## src/hw/rtl/sqf_pkg.sv

```systemverilog
// ----------------------------------------------------------------------------
// sqf_pkg
// Shared types and constants of the sliding quadratic fit rate estimator.
// ----------------------------------------------------------------------------
`default_nettype none

package sqf_pkg;

  typedef enum logic {
    CFG_STEP = 1'b0,
    CFG_WIN  = 1'b1
  } cfg_idx_t;

  localparam logic [7:0] STEP_RESET = 8'd10;
  localparam logic [7:0] WIN_RESET  = 8'd101;
  localparam int         MIN_FIT    = 3;

  typedef enum logic [3:0] {
    ST_IDLE,
    ST_MOD,
    ST_PREP,
    ST_SET,
    ST_SETW,
    ST_FINIT,
    ST_FRD,
    ST_FMUL,
    ST_FWAIT,
    ST_DIV,
    ST_DIVW,
    ST_FIN
  } state_t;

  typedef enum logic [2:0] {
    SET_P1,
    SET_W0,
    SET_D0,
    SET_N1,
    SET_N2,
    SET_N3,
    SET_N4,
    SET_DEN
  } setop_t;

  typedef struct packed {
    logic start;
    logic clr;
    logic neg;
  } mac_ctl_t;

endpackage

`default_nettype wire

```

## src/hw/rtl/sqf_mac.sv

```systemverilog
// ----------------------------------------------------------------------------
// sqf_mac
// Shared multiply-accumulate unit: 32-bit operand times a two-digit operand,
// one digit product per cycle, added or subtracted into a signed accumulator.
// ----------------------------------------------------------------------------
`default_nettype none

module sqf_mac #(
  parameter int CW = 16,
  parameter int PW = 64
) (
  input  wire logic                 clk,
  input  wire logic                 rst_n,
  input  wire sqf_pkg::mac_ctl_t    ctl,
  input  wire logic [31:0]          a,
  input  wire logic [2*CW-1:0]      b,
  output logic                      done,
  output logic signed [PW-1:0]      acc
);

  typedef enum logic [1:0] {MP_IDLE, MP_LO, MP_HI, MP_ADD} mph_t;

  mph_t              ph_r;
  logic              done_r;
  logic [31:0]       a_r;
  logic [2*CW-1:0]   b_r;
  logic              neg_r;
  logic [31+CW:0]    prod_r;
  logic [CW-1:0]     digit;
  logic [PW-1:0]     term;
  logic signed [PW-1:0] acc_r;

  assign digit = (ph_r == MP_LO) ? b_r[CW-1:0] : b_r[2*CW-1:CW];
  assign term  = (ph_r == MP_ADD) ? (PW'(prod_r) << CW) : PW'(prod_r);

  always_ff @(posedge clk) begin
    if (!rst_n) begin
      ph_r   <= MP_IDLE;
      done_r <= 1'b0;
    end else begin
      done_r <= (ph_r == MP_ADD);
      unique case (ph_r)
        MP_IDLE: if (ctl.start) ph_r <= MP_LO;
        MP_LO:   ph_r <= MP_HI;
        MP_HI:   ph_r <= MP_ADD;
        MP_ADD:  ph_r <= MP_IDLE;
        default: ph_r <= MP_IDLE;
      endcase
    end
  end

  always_ff @(posedge clk) begin
    if (ctl.start) begin
      a_r   <= a;
      b_r   <= b;
      neg_r <= ctl.neg;
    end
    prod_r <= a_r * digit;
    if (ctl.clr) begin
      acc_r <= '0;
    end else if (ph_r == MP_HI || ph_r == MP_ADD) begin
      acc_r <= neg_r ? acc_r - signed'(term) : acc_r + signed'(term);
    end
  end

  assign done = done_r;
  assign acc  = acc_r;

endmodule

`default_nettype wire

```

## config.mk

```make
export PLATFORM = sky130hd
export DESIGN_NAME = sqf_mac
export DESIGN_NICKNAME = d
export VERILOG_FILES = /design/src/hw/rtl/sqf_pkg.sv /design/src/hw/rtl/sqf_mac.sv
export SDC_FILE = /design/constraint.sdc
export NUM_CORES = 2
export LEC_CHECK = 0
export ABC_AREA = 0
export BUFFER_PORTS_ARGS = -buffer_cell sky130_fd_sc_hd__buf_4
export CORE_MARGIN = 4
export CORE_UTILIZATION = 55
export CTS_CLUSTER_SIZE = 20
export DETAILED_ROUTE_END_ITERATION = 8
export PLACE_DENSITY = 0.73
export REMOVE_ABC_BUFFERS = 1
export SYNTH_ARGS = -nofsm -noshare
export SYNTH_HDL_FRONTEND = slang
export SYNTH_SLANG_ARGS = --single-unit
```

## constraint.sdc

```tcl
create_clock -name clk -period 22.1 [get_ports clk]
set_clock_uncertainty 0.15 [all_clocks]
set_input_delay 5.525 -clock clk [delete_from_list [all_inputs] [get_ports clk]]
set_output_delay 5.525 -clock clk [all_outputs]
set_load 0.01 [all_outputs]
```

### Word-level counts from Yosys, hierarchy flattened

Cells that the tools add are included.

| operators by class | value |
|---|---|
| add/sub/neg operators | 2 |
| multiplexer cells | 5 |
| equal/unequal tests | 4 |
| multiply operators | 1 |
| reduce and logical (&&, ||, !) cells | 2 |

Operator list:

| kind | number |
|---|---|
| 64-bit two-way mux | 2 |
| 64-bit adder | 1 |
| 64-bit subtractor | 1 |
| 32-bit by 16-bit multiplier with 48-bit output | 1 |
| 16-bit two-way mux | 1 |
| 2-bit case mux with 4 select lines | 1 |
| 2-bit equality test, second input constant | 2 |
| 2-bit by 1-bit equality test with 1-bit output, second input constant | 1 |
| 2-bit logical NOT | 1 |
| 2-bit two-way mux | 1 |
| 2-bit != test, second input constant | 1 |
| 1-bit logical OR | 1 |

| word-level totals | value |
|---|---|
| input bits | 69 |
| register bits | 180 |

### Logic depth before layout (Yosys ltp)

| logic depth | value |
|---|---|
| word-level depth | 4 |
| mapped depth | 31 |

### Worst setup path before layout

OpenSTA, ideal clock, no wires.

| timing path | value |
|---|---|
| path type | register to register |
| start point | register ph_r[1] |
| end point | register prod_r[44] |
| buffers on the path | 4 |
| stages on the path, launching flop included | 30 |
| data required time | 21823 ps |
| period minus slack after synthesis | 7598 ps |
| arrival | 7321 ps |
| setup slack | 14502 ps |
| cell sequence | dfxtp_1 -> inv_1 -> ha_1 -> clkbuf_1 -> clkbuf_1 -> mux2_2 -> clkbuf_1 -> and2_1 -> fa_1 -> inv_1 -> fa_1 -> fa_1 -> inv_1 -> fa_1 -> fa_1 -> inv_1 -> fa_1 -> inv_1 -> ha_1 -> clkbuf_1 -> a21o_1 -> a31oi_1 -> o211ai_1 -> a221o_1 -> a31oi_1 -> o21ai_0 -> nor3b_1 -> a211oi_1 -> o21ai_0 -> xor2_1 |

| on the way | value |
|---|---|
| cells in the longest elaborated chain, start to end | 3 |

Ends and longest elaborated chain:

| what | RTL line | source |
|---|---|---|
| start: declaration | sqf_mac.sv:23 | `mph_t ph_r;` |
| start signal: assignment | sqf_mac.sv:38 | `ph_r <= MP_IDLE;` |
| start signal: assignment | sqf_mac.sv:43 | `MP_IDLE: if (ctl.start) ph_r <= MP_LO;` |
| start signal: assignment | sqf_mac.sv:44 | `MP_LO: ph_r <= MP_HI;` |
| 2-bit by 1-bit equality test with 1-bit output | sqf_mac.sv:33 | `assign digit = (ph_r == MP_LO) ? b_r[CW-1:0] : b_r[2*CW-1:CW];` |
| 16-bit two-way mux | sqf_mac.sv:33 |  |
| 32-bit by 16-bit multiplier with 48-bit output | sqf_mac.sv:58 | `prod_r <= a_r * digit;` |
| end signal: assignment | sqf_mac.sv:58 |  |
| end: declaration | sqf_mac.sv:28 | `logic [31+CW:0] prod_r;` |

No other way between the ends.
A chain may end at the register's enable or synchronous reset.

### Worst setup path in the final report

Ends and elaborated chain as after synthesis.

==> flow_metrics.env <==
export IMPL_worstSetupStartpoint="ph_r[1]"
export IMPL_clock_latency_ns=0.50
export IMPL_fillers=4318
export IMPL_final_setup_viol_count=0
export IMPL_synth_area_leaders="fa_1 (31%), ha_1 (8.7%), dfxtp_1 (8.5%)"
export IMPL_grt_pass1_vias=22900
export IMPL_routabilityCongestion=0.948
export IMPL_rsz0062_at_grt="false"
export IMPL_wl_mm=74.0
export IMPL_yosys_area_top_type="fa_1"
export IMPL_worstHoldPathType="flop to flop"
export IMPL_critPathMaxFanout=32
export IMPL_dieWidth_um=230
export IMPL_fin_crit_ns=8.56
export IMPL_critical_path_startpoint_type="flop"
export IMPL_gr_total_overflow=0
export IMPL_clock_fmax_ghz=0.117
export IMPL_grt_pass1_wl_mm=121
export IMPL_holdCritStartpoint="acc[44]"
export IMPL_final_cell_area_um2=29100
export IMPL_required_ns=22.32
export IMPL_cts_tree="done"
export IMPL_multi_input_area_um2=20700
export IMPL_regArea_um2=4250
export IMPL_fin_crit_sh_pct=38.7
export IMPL_netlist_area_um2=27200
export IMPL_area_growth_pct=6.85
export IMPL_slew_viol_final=0
export IMPL_syn_inst=3113
export IMPL_cts_buffers_inserted=17
export IMPL_die_h_um=230
export IMPL_antenna_cells=0
export IMPL_vias=21900
export IMPL_drt_first_pass_iters=5
export IMPL_cts_htree_levels=4
export IMPL_antenna_found_initial=0
export IMPL_maxCapViolCount=0
export IMPL_arrival_ns=8.77
export IMPL_core_area_um2=49000
export IMPL_timing_rr_start="ph_r[1]"
export IMPL_cts_resized=0
export IMPL_cts_sinks=180
export IMPL_synth_most_common_cell="inv_1"
export IMPL_hpwlAfterDp_mm=57.5
export IMPL_hold_viol_final=0
export IMPL_viasPerCell=5.77
export IMPL_synth_area_per_cell_um2=8.75
export IMPL_core_rowCount=81
export IMPL_nNetsFinal=3790
export IMPL_status="finished, final reports clean"
export IMPL_ant_nets=0
export IMPL_yosys_warnings=0
export IMPL_cts_clk_slew_worst_paths_ns=0.07
export IMPL_ctsHoldBuffers=0
export IMPL_async_flop_share_pct=0
export IMPL_path_class="flop to flop"
export IMPL_drt_iter0_drc=1567
export IMPL_tightest_slew_ns=1.22
export IMPL_synth_seq_cells=180
export IMPL_cts_buffer_depth=2
export IMPL_drc_errors=0
export IMPL_placed_cell_area_um2=28500
export IMPL_wl_per_cell_um=19.5
export IMPL_synth_edff_count=65
export IMPL_gr_usage_all_layers_pct=28.5
export IMPL_num_io_pins=134
export IMPL_synthTopCellsByCount="inv_1 (454), nand2_1 (447), fa_1 (419)"
export IMPL_final_setup_tns_ns=0
export IMPL_cts_root_buf="clkbuf_16"
export IMPL_endpoint_kind="flop"
export IMPL_portBuffers=133
export IMPL_postCtsSetupRepairBufs=0
export IMPL_initial_utilization_pct=55.6
export IMPL_max_slew_margin_pct=18.4
export IMPL_die_area_um2=53100
export IMPL_drive_gt1_share_pct=7.07
export IMPL_yosys_cell_types_count=83
export IMPL_yosysSeqAreaShare_pct=15.6
export IMPL_synth_top_flop_cell="dfxtp_1"
export IMPL_synth_top_area_share_pct=30.8
export IMPL_grt_max_degree=85
[cells by family after synthesis]
logic type / Yosys count / synth area share (%)
AO/OA/AOI/OAI: 505 / 11.9
XOR/XNOR: 147 / 4.73
adder cells (fa/ha/maj): 608 / 39.5
buffers and inverters: 612 / 8.51
flip-flops: 180 / 15.6
multiplexers: 47 / 1.82
AND/OR/NAND/NOR: 1014 / 18.0
[critical path, stage by stage, from the launching register on]
cell and delay, ns:
dfxtp_1 0.36, inv_1 0.12, ha_1 0.64, mux2_2 0.84, nand2_1 0.20, fa_1 0.55, fa_1 0.51, fa_1 0.51
inv_1 0.05, fa_1 0.46, fa_1 0.55, inv_1 0.06, fa_1 0.49, inv_1 0.04, ha_1 0.38, a21o_1 0.23
a31oi_1 0.18, o211ai_1 0.16, a221o_1 0.34, a31oi_1 0.38, o21ai_0 0.32, nor3b_1 0.23, a211oi_1 0.34, o21ai_0 0.17
xor2_1 0.16
[placed cells by master (no fill, tap or decap), types with 21 or more instances in the layout]
cell type	netlist	final
mux2i_1	27	27
a21oi_1	191	191
xor2_1	72	72
nand3_1	27	27
a31oi_1	21	21
nand2_1	447	447
nand4_1	31	31
xnor2_1	75	75
inv_1	454	455
dfxtp_1	115	115
o21ai_0	80	80
edfxtp_1	65	65
a21o_1	60	60
buf_4	1	139
nor3_1	41	41
ha_1	189	188
and2_1	222	222
o21bai_1	25	25
fa_1	419	419
nor2_1	141	140
[routing by layer]
layer  vias to the layer above  track usage [%]  wire, um
li1                      10000                -         -
met1                     10700             36.7     30100
met2                       960             47.7     35600
met3                       184             5.73      5460
met4                         0             11.0      2860
met5                         -                0         0
[registers in the layout, indices dropped and copies added (netlist names)]
register,cells
acc,64
done,1
neg_r,1
prod_r,48
ph_r,2
b_r,32
a_r,32
[worst paths after layout]
path                     end  slack, ns  cells after the start
hold reg to reg      acc[44]       0.33                      2
setup reg to reg  prod_r[44]      13.54                     24
hold / removal       acc[44]       0.33                      2
setup / recovery  prod_r[44]      13.54                     24
[through the flow]
step	setup WS (ns)	instances	util, %	hold WS, ns
after floorplan	14.54	2955	-	0.336
after global placement	13.86	3758	58.2	0.312
after detailed placement	13.65	3758	58.2	0.320
after CTS	13.58	3790	59.4	0.332
after global routing	13.09	3790	59.4	0.358
final	13.54	3790	59.4	0.333
[area by class of cell]
cell class,instances,share of cell area [%]
Sequential cell,180,14.6
Timing Repair Buffer,139,3.59
Tap cell,664,2.86
Clock buffer,21,1.62
Clock inverter,11,0.383
Inverter,454,5.86
Multi-Input combinational cell,2321,71.1
Power is not shown: default switching activity piles up to over one toggle a cycle in this logic, so the estimate is an artifact.
