$ cat src/hw/rtl/sqf_div.sv
// ----------------------------------------------------------------------------
// sqf_div
// Restoring divider, one quotient bit per cycle.
// ----------------------------------------------------------------------------
`default_nettype none

module sqf_div #(
  parameter int DW = 80,
  parameter int VW = 48
) (
  input  wire logic          clk,
  input  wire logic          rst_n,
  input  wire logic          start,
  input  wire logic [DW-1:0] dividend,
  input  wire logic [VW-1:0] divisor,
  output logic               done,
  output logic [DW-1:0]      quot,
  output logic [VW-1:0]      rem
);

  localparam int CNTW = $clog2(DW + 1);

  logic [CNTW-1:0] cnt_r;
  logic            done_r;
  logic [DW-1:0]   dvd_r;
  logic [DW-1:0]   quot_r;
  logic [VW-1:0]   dvs_r;
  logic [VW-1:0]   rem_r;
  logic [VW:0]     sh;
  logic [VW:0]     diff;
  logic            ge;

  assign sh   = {rem_r, dvd_r[DW-1]};
  assign ge   = sh >= {1'b0, dvs_r};
  assign diff = sh - {1'b0, dvs_r};

  always_ff @(posedge clk) begin
    if (!rst_n) begin
      cnt_r  <= '0;
      done_r <= 1'b0;
    end else begin
      done_r <= (cnt_r == CNTW'(1));
      if (start) begin
        cnt_r <= CNTW'(DW);
      end else if (cnt_r != '0) begin
        cnt_r <= cnt_r - CNTW'(1);
      end
    end
  end

  always_ff @(posedge clk) begin
    if (start) begin
      dvd_r  <= dividend;
      dvs_r  <= divisor;
      rem_r  <= '0;
      quot_r <= '0;
    end else if (cnt_r != '0) begin
      dvd_r  <= dvd_r << 1;
      rem_r  <= ge ? diff[VW-1:0] : sh[VW-1:0];
      quot_r <= {quot_r[DW-2:0], ge};
    end
  end

  assign done = done_r;
  assign quot = quot_r;
  assign rem  = rem_r;

endmodule

`default_nettype wire

$ cat config.mk
export PLATFORM = sky130hd
export DESIGN_NAME = sqf_div
export DESIGN_NICKNAME = d
export VERILOG_FILES = /design/src/hw/rtl/sqf_div.sv
export SDC_FILE = /design/constraint.sdc
export NUM_CORES = 1
export LEC_CHECK = 0
export BUFFER_PORTS_ARGS = -buffer_cell sky130_fd_sc_hd__buf_2
export CAP_MARGIN = 30
export CORE_ASPECT_RATIO = 0.5
export CORE_UTILIZATION = 51
export DETAILED_ROUTE_END_ITERATION = 16
export PLACE_DENSITY_LB_ADDON = 0.15
export SYNTH_ARGS = -nofsm -noshare
export SYNTH_HDL_FRONTEND = slang
export SYNTH_SLANG_ARGS = --single-unit
export TNS_END_PERCENT = 100
$ cat constraint.sdc
create_clock -name clk -period 7.7 [get_ports clk]
set_clock_uncertainty 0.05 [all_clocks]
set_input_delay 1.155 -clock clk [delete_from_list [all_inputs] [get_ports clk]]
set_output_delay 1.155 -clock clk [all_outputs]
set_load 0.01 [all_outputs]
==> Word-level counts from Yosys, hierarchy flattened <==
Index checks and enable logic that the tools add are counted.
Widths: inputs -> output; s select.
{ "totals": {"regBits": 264, "inputBits": 131, "output_inout_bits": 129, "wordCells": 20} }
{ "classes": {"add_sub_neg": 2, "magnitude_cmp": 1, "n_eq_ne": 1, "n_mux": 5, "n_bitwise": 1, "n_reduce_logical": 3} }
{ "ops": {"columns": ["op", "n"], "rows": [
  ["$mux 80", 2],
  ["$ge 49x48->1", 1],
  ["$mux 48", 1],
  ["$sub 48x48->48", 1],
  ["$mux 7", 2],
  ["$eq 7x1->1 const B", 1],
  ["$reduce_bool 7->1", 1],
  ["$sub 7x1->7 const B", 1],
  ["$reduce_bool 2->1", 1],
  ["$reduce_or 2->1", 1],
  ["$not 1->1", 1]
]} }

==> Longest topological paths before layout <==
Gate-level depths: netlist of the first run.
{ "logic_depth": {"ltp_word": 3, "depth_mapped": 15, "mapped_depth_nobuf": 13} }

==> Least setup slack after synthesis of the first run <==
No wires, ideal clock.
{ "synth_timing": {"path_type": "input -> register", "start": "input port start", "end": "register dvd_r[0], enable pin", "setup_time_ps": 434, "arrival_ps": 3285, "t_required_ps": 7216, "path_slack_ps": 3931, "cell_stages": 4, "path_buffers": 2, "path_cell_list": "clkbuf_1 -> nor2_1 -> buf_6 -> inv_1"} }
{ "synth_between": {"elab_chain_len": 1} }
{ "synth_rtl": {"columns": ["element", "line_no", "rtl"], "rows": [
  ["start: declaration", "13", "input wire logic start,"],
  ["$reduce_bool 2->1 (no source line)", null, null],
  ["end signal: assignment", "53", "dvd_r <= dividend;"],
  ["end signal: assignment", "58", "dvd_r <= dvd_r << 1;"],
  ["end: declaration", "25", "logic [DW-1:0] dvd_r;"]
]} }
No other way between the ends.
A chain may end at the register's enable or synchronous reset.

==> Worst setup path after layout of the first run <==
{ "layout_timing": {"start": "register rem_r[25] (netlist: rem[25])", "end": "register rem_r[4] (netlist: rem[4])"} }
{ "layout_between": {"elab_chain_len": 2} }
{ "layout_rtl": {"columns": ["element", "line_no", "rtl"], "rows": [
  ["start: declaration", "28", "logic [VW-1:0] rem_r;"],
  ["start signal: assignment", "59", "rem_r <= ge ? diff[VW-1:0] : sh[VW-1:0];"],
  ["$ge 49x48->1", "34", "assign ge = sh >= {1'b0, dvs_r};"],
  ["$mux 48", "59", null]
]} }
No other way between the ends.

==> impl_metrics.xml, run 1 <==
<?xml version="1.0" encoding="UTF-8"?>
<metrics>
  <group name="floorplanning">
    <metric name="initial_core_util" unit="%">52.1</metric>
    <metric name="rows" unit="">41</metric>
    <metric name="core_region_area" unit="um2">25200</metric>
    <metric name="die_height" unit="um">115</metric>
    <metric name="floorplan.die.width" unit="um">229</metric>
    <metric name="fp.dieArea" unit="um2">26400</metric>
    <metric name="ioPinCount" unit="">260</metric>
  </group>
  <group name="sta">
    <metric name="timing.fmax" unit="MHz">250</metric>
    <metric name="tightest_slew" unit="ns">0.784</metric>
    <metric name="fin_hold_ws" unit="ns">0.401</metric>
    <metric name="finalSetupViolCount" unit="">0</metric>
    <metric name="hold_viol_final" unit="">0</metric>
    <metric name="rel_slew_slack" unit="%">47.8</metric>
    <metric name="tns" unit="ns">0</metric>
    <metric name="min_period_over_period" unit="%">51.9</metric>
    <metric name="layout_min_cycle_time" unit="ns">4.00</metric>
    <metric name="rsz0062_at_grt" unit="">no</metric>
    <metric name="final-max-slew-violation-count" unit="">0</metric>
  </group>
  <group name="synthesis">
    <metric name="synthesis.instances" unit="">1340</metric>
    <metric name="post_synth_net_total" unit="">1523</metric>
    <metric name="postSynthRegisterBits" unit="">264</metric>
    <metric name="async_reset_ff_share" unit="%">0</metric>
    <metric name="yosysWarnings" unit="">0</metric>
    <metric name="synth.largest_area_cell" unit="">sky130_fd_sc_hd__edfxtp_1</metric>
    <metric name="synth_largest_type_area_fraction" unit="%">29.3</metric>
    <metric name="mappedNetlistArea" unit="um2">13100</metric>
    <metric name="yosys_most_used_dff" unit="">sky130_fd_sc_hd__dfxtp_1</metric>
    <metric name="number_of_enable_flip_flop_cells_after_synthesis" unit="">128</metric>
    <metric name="avgSynthCellArea" unit="um2">9.80</metric>
    <metric name="yosys.cell_count.top_type" unit="">sky130_fd_sc_hd__nand2_1</metric>
    <metric name="ys_types" unit="">73</metric>
    <metric name="synthTopCellsByCount" unit="">sky130_fd_sc_hd__nand2_1 (217), sky130_fd_sc_hd__a21oi_1 (147), sky130_fd_sc_hd__dfxtp_1 (136), sky130_fd_sc_hd__edfxtp_1 (128), sky130_fd_sc_hd__nor2_1 (83)</metric>
    <metric name="synth_area_leaders" unit="">sky130_fd_sc_hd__edfxtp_1 (29%), sky130_fd_sc_hd__dfxtp_1 (21%), sky130_fd_sc_hd__mux2_2 (6.8%)</metric>
    <metric name="seq_area_frac_synth" unit="%">50.0</metric>
  </group>
  <group name="min_path">
    <metric name="hold_class" unit="">reg2reg</metric>
    <metric name="worst_hold_path_cell_count" unit="">2</metric>
    <metric name="hp-start" unit="">quot[79]</metric>
    <metric name="holdPathEnd" unit="">quot[79]</metric>
  </group>
  <group name="critical_path">
    <metric name="reg2reg_depth" unit="">12</metric>
    <metric name="worst_ep_required_time" unit="ns">8.04</metric>
    <metric name="critPathKind" unit="">reg2reg</metric>
    <metric name="slowest_stage" unit="">sky130_fd_sc_hd__buf_4</metric>
    <metric name="timing.critical_path.buf_inv" unit="">1</metric>
    <metric name="path_max_fanout" unit="">61</metric>
    <metric name="r2r_setup_slk" unit="ns">3.70</metric>
    <metric name="crit-reg2reg-launch" unit="">rem[25]</metric>
    <metric name="timing.critical_path.slowest_cell_delay" unit="ns">0.61</metric>
    <metric name="cp_data_arrival_time" unit="ns">4.34</metric>
    <metric name="worst_path_cell_chain" unit="">ha_1, a21o_1, a31oi_1, o221ai_2, a21o_1, a211o_1, nor2_2, o21a_2, buf_4, a211oi_1, a211oi_1, nor3_1</metric>
    <metric name="critical_path_depth" unit="">12</metric>
    <metric name="critical_path.reg2reg.endpoint" unit="">rem[4]</metric>
    <metric name="worst_setup_path_start_kind" unit="">flop</metric>
    <metric name="worst_setup_path_end_kind" unit="">flop</metric>
    <metric name="worst_path_dominant_cell_family" unit="">compound AO/OA/AOI/OAI gates</metric>
  </group>
  <group name="clock_network">
    <metric name="cts-hold-fix-buffers" unit="">0</metric>
    <metric name="cts_made_buffers" unit="">24</metric>
    <metric name="clk_root_buffer_cell" unit="">sky130_fd_sc_hd__clkbuf_16</metric>
    <metric name="cts_num_sinks" unit="">264</metric>
    <metric name="tritoncts_clock_tree" unit="">built</metric>
    <metric name="clock_insertion_delay_at_the_later_pin_of_the_skew_report" unit="ns">0.53</metric>
    <metric name="htreeDepth" unit="">1</metric>
    <metric name="cts.repair_timing.setup_buffer_count" unit="">0</metric>
    <metric name="post_cts.resized_instances" unit="">0</metric>
    <metric name="cts.clk_slew.worst_paths" unit="ns">0.07</metric>
    <metric name="clock_path_buffers" unit="">3</metric>
  </group>
  <group name="drt">
    <metric name="routedWlPerCell" unit="um">16.3</metric>
    <metric name="initialDrtViolationCount" unit="">833</metric>
    <metric name="vias" unit="">10500</metric>
    <metric name="antenna_left" unit="">0</metric>
    <metric name="totalWireLength" unit="mm">31.1</metric>
    <metric name="detail_route.drc_violations" unit="">0</metric>
    <metric name="routed_via_density" unit="">5.50</metric>
    <metric name="firstDrtPassIters" unit="">5</metric>
  </group>
  <group name="cells_and_area">
    <metric name="layout-drive-gt1-share" unit="%">25.6</metric>
    <metric name="postLayoutCoreUtil" unit="%">60.8</metric>
    <metric name="finish.net_count" unit="">1730</metric>
    <metric name="layout-area-overhead-vs-synth" unit="%">16.8</metric>
  </group>
  <group name="power_and_ir_drop">
    <metric name="finalPower" unit="uW">5250</metric>
    <metric name="static_leak" unit="uW">0.00654</metric>
    <metric name="irDropWorstVdd" unit="mV">0.185</metric>
    <metric name="p_per_area" unit="nW/um2">342</metric>
  </group>
  <group name="placement">
    <metric name="place_congestion" unit="">0.946</metric>
    <metric name="placement.io_buffers" unit="">259</metric>
    <metric name="hpwlAfterDp" unit="mm">21.9</metric>
  </group>
  <group name="status">
    <metric name="run_status" unit="">finished, final reports clean</metric>
  </group>
  <group name="global_routing">
    <metric name="grt_antenna_before_repair" unit="">2</metric>
    <metric name="global_route_wire_length_before_repair" unit="mm">49.6</metric>
    <metric name="global_route.overflow_total" unit="">0</metric>
    <metric name="number_of_global_route_vias_before_repair" unit="">9782</metric>
    <metric name="grt_start_max_net_pins" unit="">98</metric>
    <metric name="track_usage" unit="%">23.0</metric>
  </group>
  <group name="run">
    <metric name="timing.max_cap.violations" unit="">0</metric>
  </group>
</metrics>
[cells by family after synthesis]
kind of cell               Yosys count  share of synthesized area, %
AOI/OAI and AO/OA                  328                          15.6
xor gates and xnor gates            46                          3.07
adders and majority gates           52                          5.01
buffers and inverters              155                          5.29
DFF                                264                          50.0
muxes                               84                          7.19
and+or+nand+nor                    411                          13.9
[tightest hold or removal path: stages, from the launching register on]
cell and delay (ns):
sky130_fd_sc_hd__dfxtp_1 0.31, sky130_fd_sc_hd__nand2_1 0.05, sky130_fd_sc_hd__a21oi_1 0.05
[layout make-up]
class                           count  area, um2
Inverter                           67        251
Clock buffer                       40        754
Antenna cell                        1       2.50
Multi-Input combinational cell    921       5890
Clock inverter                      4       25.0
Tap cell                          344        430
Timing Repair Buffer              269       1420
Fill cell                        2203       9890
Sequential cell                   264       6570
[how the worst max path moves through the flow]
stage                   start       end
floorplan               start  dvd_r[0]
global placement    dvs_r[26]    rem[4]
detailed placement    rem[25]    rem[4]
CTS                   rem[25]    rem[4]
global route        dvs_r[26]    rem[4]
finish                rem[25]    rem[4]
[report_power, final]
part | switching, uW | internal [uW]
Combinational | 1300 | 826
Clock | 522 | 671
Sequential | 174 | 1750
[through the flow]
stage / worst slack [ns] / area, um2 / std cells
finish: 3.70 / 15300 / 1910
global route: 3.43 / 15300 / 1909
CTS: 3.72 / 15300 / 1907
detailed placement: 3.77 / 14500 / 1863
global placement: 3.93 / 14500 / 1862
floorplan: 3.93 / 13100 / 1340
[registers in the layout, summed over array words and instances (netlist names)]
| register | cells |
|---|---|
| done | 1 |
| dvs_r | 48 |
| cnt_r | 7 |
| dvd_r | 80 |
| quot | 80 |
| rem | 48 |
[metal layers]
metal	up-vias	global-route usage [%]	share of wire, %
li1	5158	-	-
met1	4974	31.2	45
met2	309	36.5	45
met3	59	6.57	7.9
met4	2	5.69	2.1
met5	-	0	0.045
[placed cells by master (no fill, tap or decap), types with 3 or more instances in the layout]
master and instances:
sky130_fd_sc_hd__buf_2 258, sky130_fd_sc_hd__nand2_1 217, sky130_fd_sc_hd__a21oi_1 147, sky130_fd_sc_hd__dfxtp_1 136, sky130_fd_sc_hd__edfxtp_1 128, sky130_fd_sc_hd__nor2_1 83, sky130_fd_sc_hd__mux2_2 79, sky130_fd_sc_hd__inv_1 66
sky130_fd_sc_hd__ha_1 51, sky130_fd_sc_hd__o21ai_0 48, sky130_fd_sc_hd__nor3_1 33, sky130_fd_sc_hd__a211oi_1 31, sky130_fd_sc_hd__clkbuf_16 27, sky130_fd_sc_hd__xnor2_1 26, sky130_fd_sc_hd__nand4_1 24, sky130_fd_sc_hd__a21o_1 22
sky130_fd_sc_hd__xor2_1 20, sky130_fd_sc_hd__o21bai_1 13, sky130_fd_sc_hd__clkbuf_1 10, sky130_fd_sc_hd__nand2b_1 9, sky130_fd_sc_hd__nand3_1 9, sky130_fd_sc_hd__nor2b_1 8, sky130_fd_sc_hd__a22o_1 7, sky130_fd_sc_hd__buf_4 7
sky130_fd_sc_hd__o21a_1 6, sky130_fd_sc_hd__a31oi_1 6, sky130_fd_sc_hd__o211ai_1 6, sky130_fd_sc_hd__o211a_1 6, sky130_fd_sc_hd__mux2i_1 4, sky130_fd_sc_hd__clkbuf_8 4, sky130_fd_sc_hd__a211o_1 3, sky130_fd_sc_hd__o31a_1 3
sky130_fd_sc_hd__nor3b_1 3, sky130_fd_sc_hd__nor4_1 3, sky130_fd_sc_hd__o21ai_1 3
Power figures use the tool's default switching activity.
==> run 2: changes to the inputs <==
--- a/config.mk
+++ b/config.mk
@@ -8,7 +8,7 @@
 export BUFFER_PORTS_ARGS = -buffer_cell sky130_fd_sc_hd__buf_2
 export CAP_MARGIN = 30
 export CORE_ASPECT_RATIO = 0.5
-export CORE_UTILIZATION = 51
+export CORE_UTILIZATION = 50
 export DETAILED_ROUTE_END_ITERATION = 16
 export PLACE_DENSITY_LB_ADDON = 0.15
 export SYNTH_ARGS = -nofsm -noshare
==> constraint.sdc (replaced) <==
create_clock -name clk -period 3.5 [get_ports clk]
set_clock_uncertainty 0.05 [all_clocks]
set_input_delay 0.525 -clock clk [delete_from_list [all_inputs] [get_ports clk]]
set_output_delay 0.525 -clock clk [all_outputs]
set_load 0.01 [all_outputs]
==> run 2 against run 1 <==
- non-clock buffer count rose by 5
- flip-flop and latch count did not move
- power rose by 120%
- wire length rose by 0.66%
- sequential share of layout area fell by 0.25 points
- hold slack got worse by 0.29 ns
- largest power group unchanged
- maximum frequency rose by 18%
- via count fell by 1.3%
- sequential power rose by 120%
- global-route usage fell by 0.56 points
- critical path type unchanged
==> impl_metrics.xml, run 2 (synthesis gave the netlist of run 1 again) <==
<?xml version="1.0" encoding="UTF-8"?>
<metrics>
  <group name="clock_network">
    <metric name="cts.clk_slew.worst_paths" unit="ns">0.07</metric>
    <metric name="cts-hold-fix-buffers" unit="">0</metric>
    <metric name="tritoncts_clock_tree" unit="">built</metric>
    <metric name="cts_num_sinks" unit="">264</metric>
    <metric name="htreeDepth" unit="">1</metric>
    <metric name="clock_path_buffers" unit="">3</metric>
    <metric name="clk_root_buffer_cell" unit="">sky130_fd_sc_hd__clkbuf_16</metric>
    <metric name="clock_insertion_delay_at_the_later_pin_of_the_skew_report" unit="ns">0.53</metric>
    <metric name="cts.repair_timing.setup_buffer_count" unit="">0</metric>
    <metric name="cts_made_buffers" unit="">24</metric>
  </group>
  <group name="global_routing">
    <metric name="track_usage" unit="%">22.4</metric>
    <metric name="grt_start_max_net_pins" unit="">111</metric>
    <metric name="number_of_global_route_vias_before_repair" unit="">9600</metric>
    <metric name="global_route_wire_length_before_repair" unit="mm">49.1</metric>
    <metric name="global_route.overflow_total" unit="">0</metric>
    <metric name="grt_antenna_before_repair" unit="">2</metric>
  </group>
  <group name="cells_and_area">
    <metric name="fillers" unit="">2219</metric>
    <metric name="layout-drive-gt1-share" unit="%">26.2</metric>
    <metric name="finish.net_count" unit="">1735</metric>
    <metric name="postLayoutCoreUtil" unit="%">60.5</metric>
    <metric name="layout-area-overhead-vs-synth" unit="%">17.5</metric>
    <metric name="final_common_cell" unit="">sky130_fd_sc_hd__buf_2</metric>
    <metric name="final_area" unit="um2">15400</metric>
    <metric name="most-common-layout-cells" unit="">sky130_fd_sc_hd__buf_2 (258), sky130_fd_sc_hd__nand2_1 (217), sky130_fd_sc_hd__a21oi_1 (147), sky130_fd_sc_hd__dfxtp_1 (136), sky130_fd_sc_hd__edfxtp_1 (128)</metric>
  </group>
  <group name="sta">
    <metric name="finalSetupViolCount" unit="">0</metric>
    <metric name="final-max-slew-violation-count" unit="">0</metric>
    <metric name="hold_viol_final" unit="">0</metric>
    <metric name="tightest_slew" unit="ns">1.01</metric>
    <metric name="layout_min_cycle_time" unit="ns">3.38</metric>
    <metric name="tns" unit="ns">0</metric>
    <metric name="rel_slew_slack" unit="%">32.8</metric>
    <metric name="min_period_over_period" unit="%">96.5</metric>
    <metric name="rsz0062_at_grt" unit="">yes</metric>
    <metric name="timing.fmax" unit="MHz">296</metric>
    <metric name="fin_hold_ws" unit="ns">0.114</metric>
  </group>
  <group name="drt">
    <metric name="route.met3.wl" unit="mm">1.93</metric>
    <metric name="antenna_left" unit="">0</metric>
    <metric name="routed_via_density" unit="">5.41</metric>
    <metric name="initialDrtViolationCount" unit="">579</metric>
    <metric name="totalWireLength" unit="mm">31.3</metric>
    <metric name="routedWlPerCell" unit="um">16.3</metric>
    <metric name="firstDrtPassIters" unit="">5</metric>
    <metric name="dr_wl_met2" unit="mm">14.3</metric>
    <metric name="vias" unit="">10400</metric>
    <metric name="detail_route.drc_violations" unit="">0</metric>
    <metric name="wl_met1" unit="mm">14.6</metric>
    <metric name="maxUsedRoutingLayer" unit="">met4</metric>
  </group>
  <group name="floorplanning">
    <metric name="rows" unit="">41</metric>
    <metric name="fp.dieArea" unit="um2">27000</metric>
    <metric name="die_height" unit="um">117</metric>
    <metric name="ioPinCount" unit="">260</metric>
    <metric name="floorplan.die.width" unit="um">231</metric>
    <metric name="core_region_area" unit="um2">25500</metric>
    <metric name="initial_core_util" unit="%">51.5</metric>
  </group>
  <group name="min_path">
    <metric name="hold_class" unit="">in2reg</metric>
  </group>
  <group name="power_and_ir_drop">
    <metric name="finalPower" unit="uW">11700</metric>
    <metric name="irDropWorstVdd" unit="mV">0.406</metric>
    <metric name="static_leak" unit="uW">0.00660</metric>
    <metric name="p_per_area" unit="nW/um2">760</metric>
  </group>
  <group name="critical_path">
    <metric name="critPathKind" unit="">reg2reg</metric>
    <metric name="worst_ep_required_time" unit="ns">3.89</metric>
    <metric name="cp_data_arrival_time" unit="ns">3.77</metric>
    <metric name="worst_setup_path_end_kind" unit="">flop</metric>
    <metric name="path_max_fanout" unit="">4</metric>
    <metric name="worst_setup_path_start_kind" unit="">flop</metric>
  </group>
  <group name="placement">
    <metric name="placement.io_buffers" unit="">259</metric>
    <metric name="hpwlAfterDp" unit="mm">22.3</metric>
    <metric name="post_place_instance_area" unit="um2">14600</metric>
    <metric name="place_congestion" unit="">0.884</metric>
  </group>
  <group name="run">
    <metric name="timing.max_cap.violations" unit="">0</metric>
  </group>
  <group name="status">
    <metric name="run_status" unit="">finished, final reports clean</metric>
  </group>
</metrics>
## run 2: cell types whose count changed in the layout (fill, tap and decap cells not counted), moves of 2 or more
cell                        change
sky130_fd_sc_hd__diode_2        +2
sky130_fd_sc_hd__buf_12         +4
sky130_fd_sc_hd__clkbuf_1       -4
sky130_fd_sc_hd__clkinv_2       +4
sky130_fd_sc_hd__buf_16         -2
sky130_fd_sc_hd__buf_4          +3
sky130_fd_sc_hd__bufinv_16      +2
## run 2: per-stage QoR
step / worst slack, ns / cells
floorplan: 0.361 / 1340
detailed placement: 0.135 / 1870
CTS: 0.113 / 1913
global route: -0.00888 / 1913
finish: 0.124 / 1916
global placement: 0.224 / 1869
## run 2: cell type report
| class | instances | area (um2) | share of cell area, % |
|---|---|---|---|
| multi-input combinational | 921 | 5910 | 38.3 |
| clock inverter | 8 | 88.8 | 0.576 |
| clock buffer | 35 | 714 | 4.63 |
| sequential | 264 | 6570 | 42.5 |
| antenna | 3 | 7.51 | 0.0486 |
| tap | 344 | 430 | 2.79 |
| inverter | 67 | 251 | 1.63 |
| timing repair buffer | 274 | 1470 | 9.53 |
## run 2: path summary, 6_finish.rpt
| path | start | endpoint | slack, ns | depth (start not counted) |
|---|---|---|---|---|
| setup / recovery | dvd_r[79] | rem[46] | 0.12 | 13 |
| hold / removal | divisor[6] | dvs_r[6] | 0.11 | 1 |
| setup reg to reg | dvd_r[79] | rem[46] | 0.12 | 13 |
| hold reg to reg | quot[79] | quot[79] | 0.41 | 2 |
## run 2: worst max-delay path, stage by stage, from the launching register on
cell and delay [ns]:
sky130_fd_sc_hd__edfxtp_1 0.35, sky130_fd_sc_hd__inv_1 0.05, sky130_fd_sc_hd__ha_1 0.21, sky130_fd_sc_hd__fa_1 0.42, sky130_fd_sc_hd__nor2b_2 0.16, sky130_fd_sc_hd__o31a_1 0.20
sky130_fd_sc_hd__o22ai_2 0.14, sky130_fd_sc_hd__o21a_1 0.24, sky130_fd_sc_hd__o311a_1 0.31, sky130_fd_sc_hd__a221oi_2 0.33, sky130_fd_sc_hd__nand4_1 0.13, sky130_fd_sc_hd__a21bo_1 0.22
sky130_fd_sc_hd__mux2_4 0.30, sky130_fd_sc_hd__o221ai_2 0.17
## run 2: repair_timing
action / CTS / global route
endpoints found under the hold margin: 0 / 0
gates resized for setup: 0 / 3
setup endpoints to repair: 0 / 2
## run 2: routing by layer
metal	track usage, %	up-vias
li1	-	5164
met2	36.8	228
met4	4.28	0
met5	0	-
met1	30.1	4934
met3	6.01	35
## run 2: report_power, final
part / total (uW) / switching (uW) / leakage [uW] / internal, uW
Combinational: 4800 / 2900 / 0.00379 / 1900
Clock: 2720 / 1150 / 0.000398 / 1560
Sequential: 4220 / 366 / 0.00241 / 3850
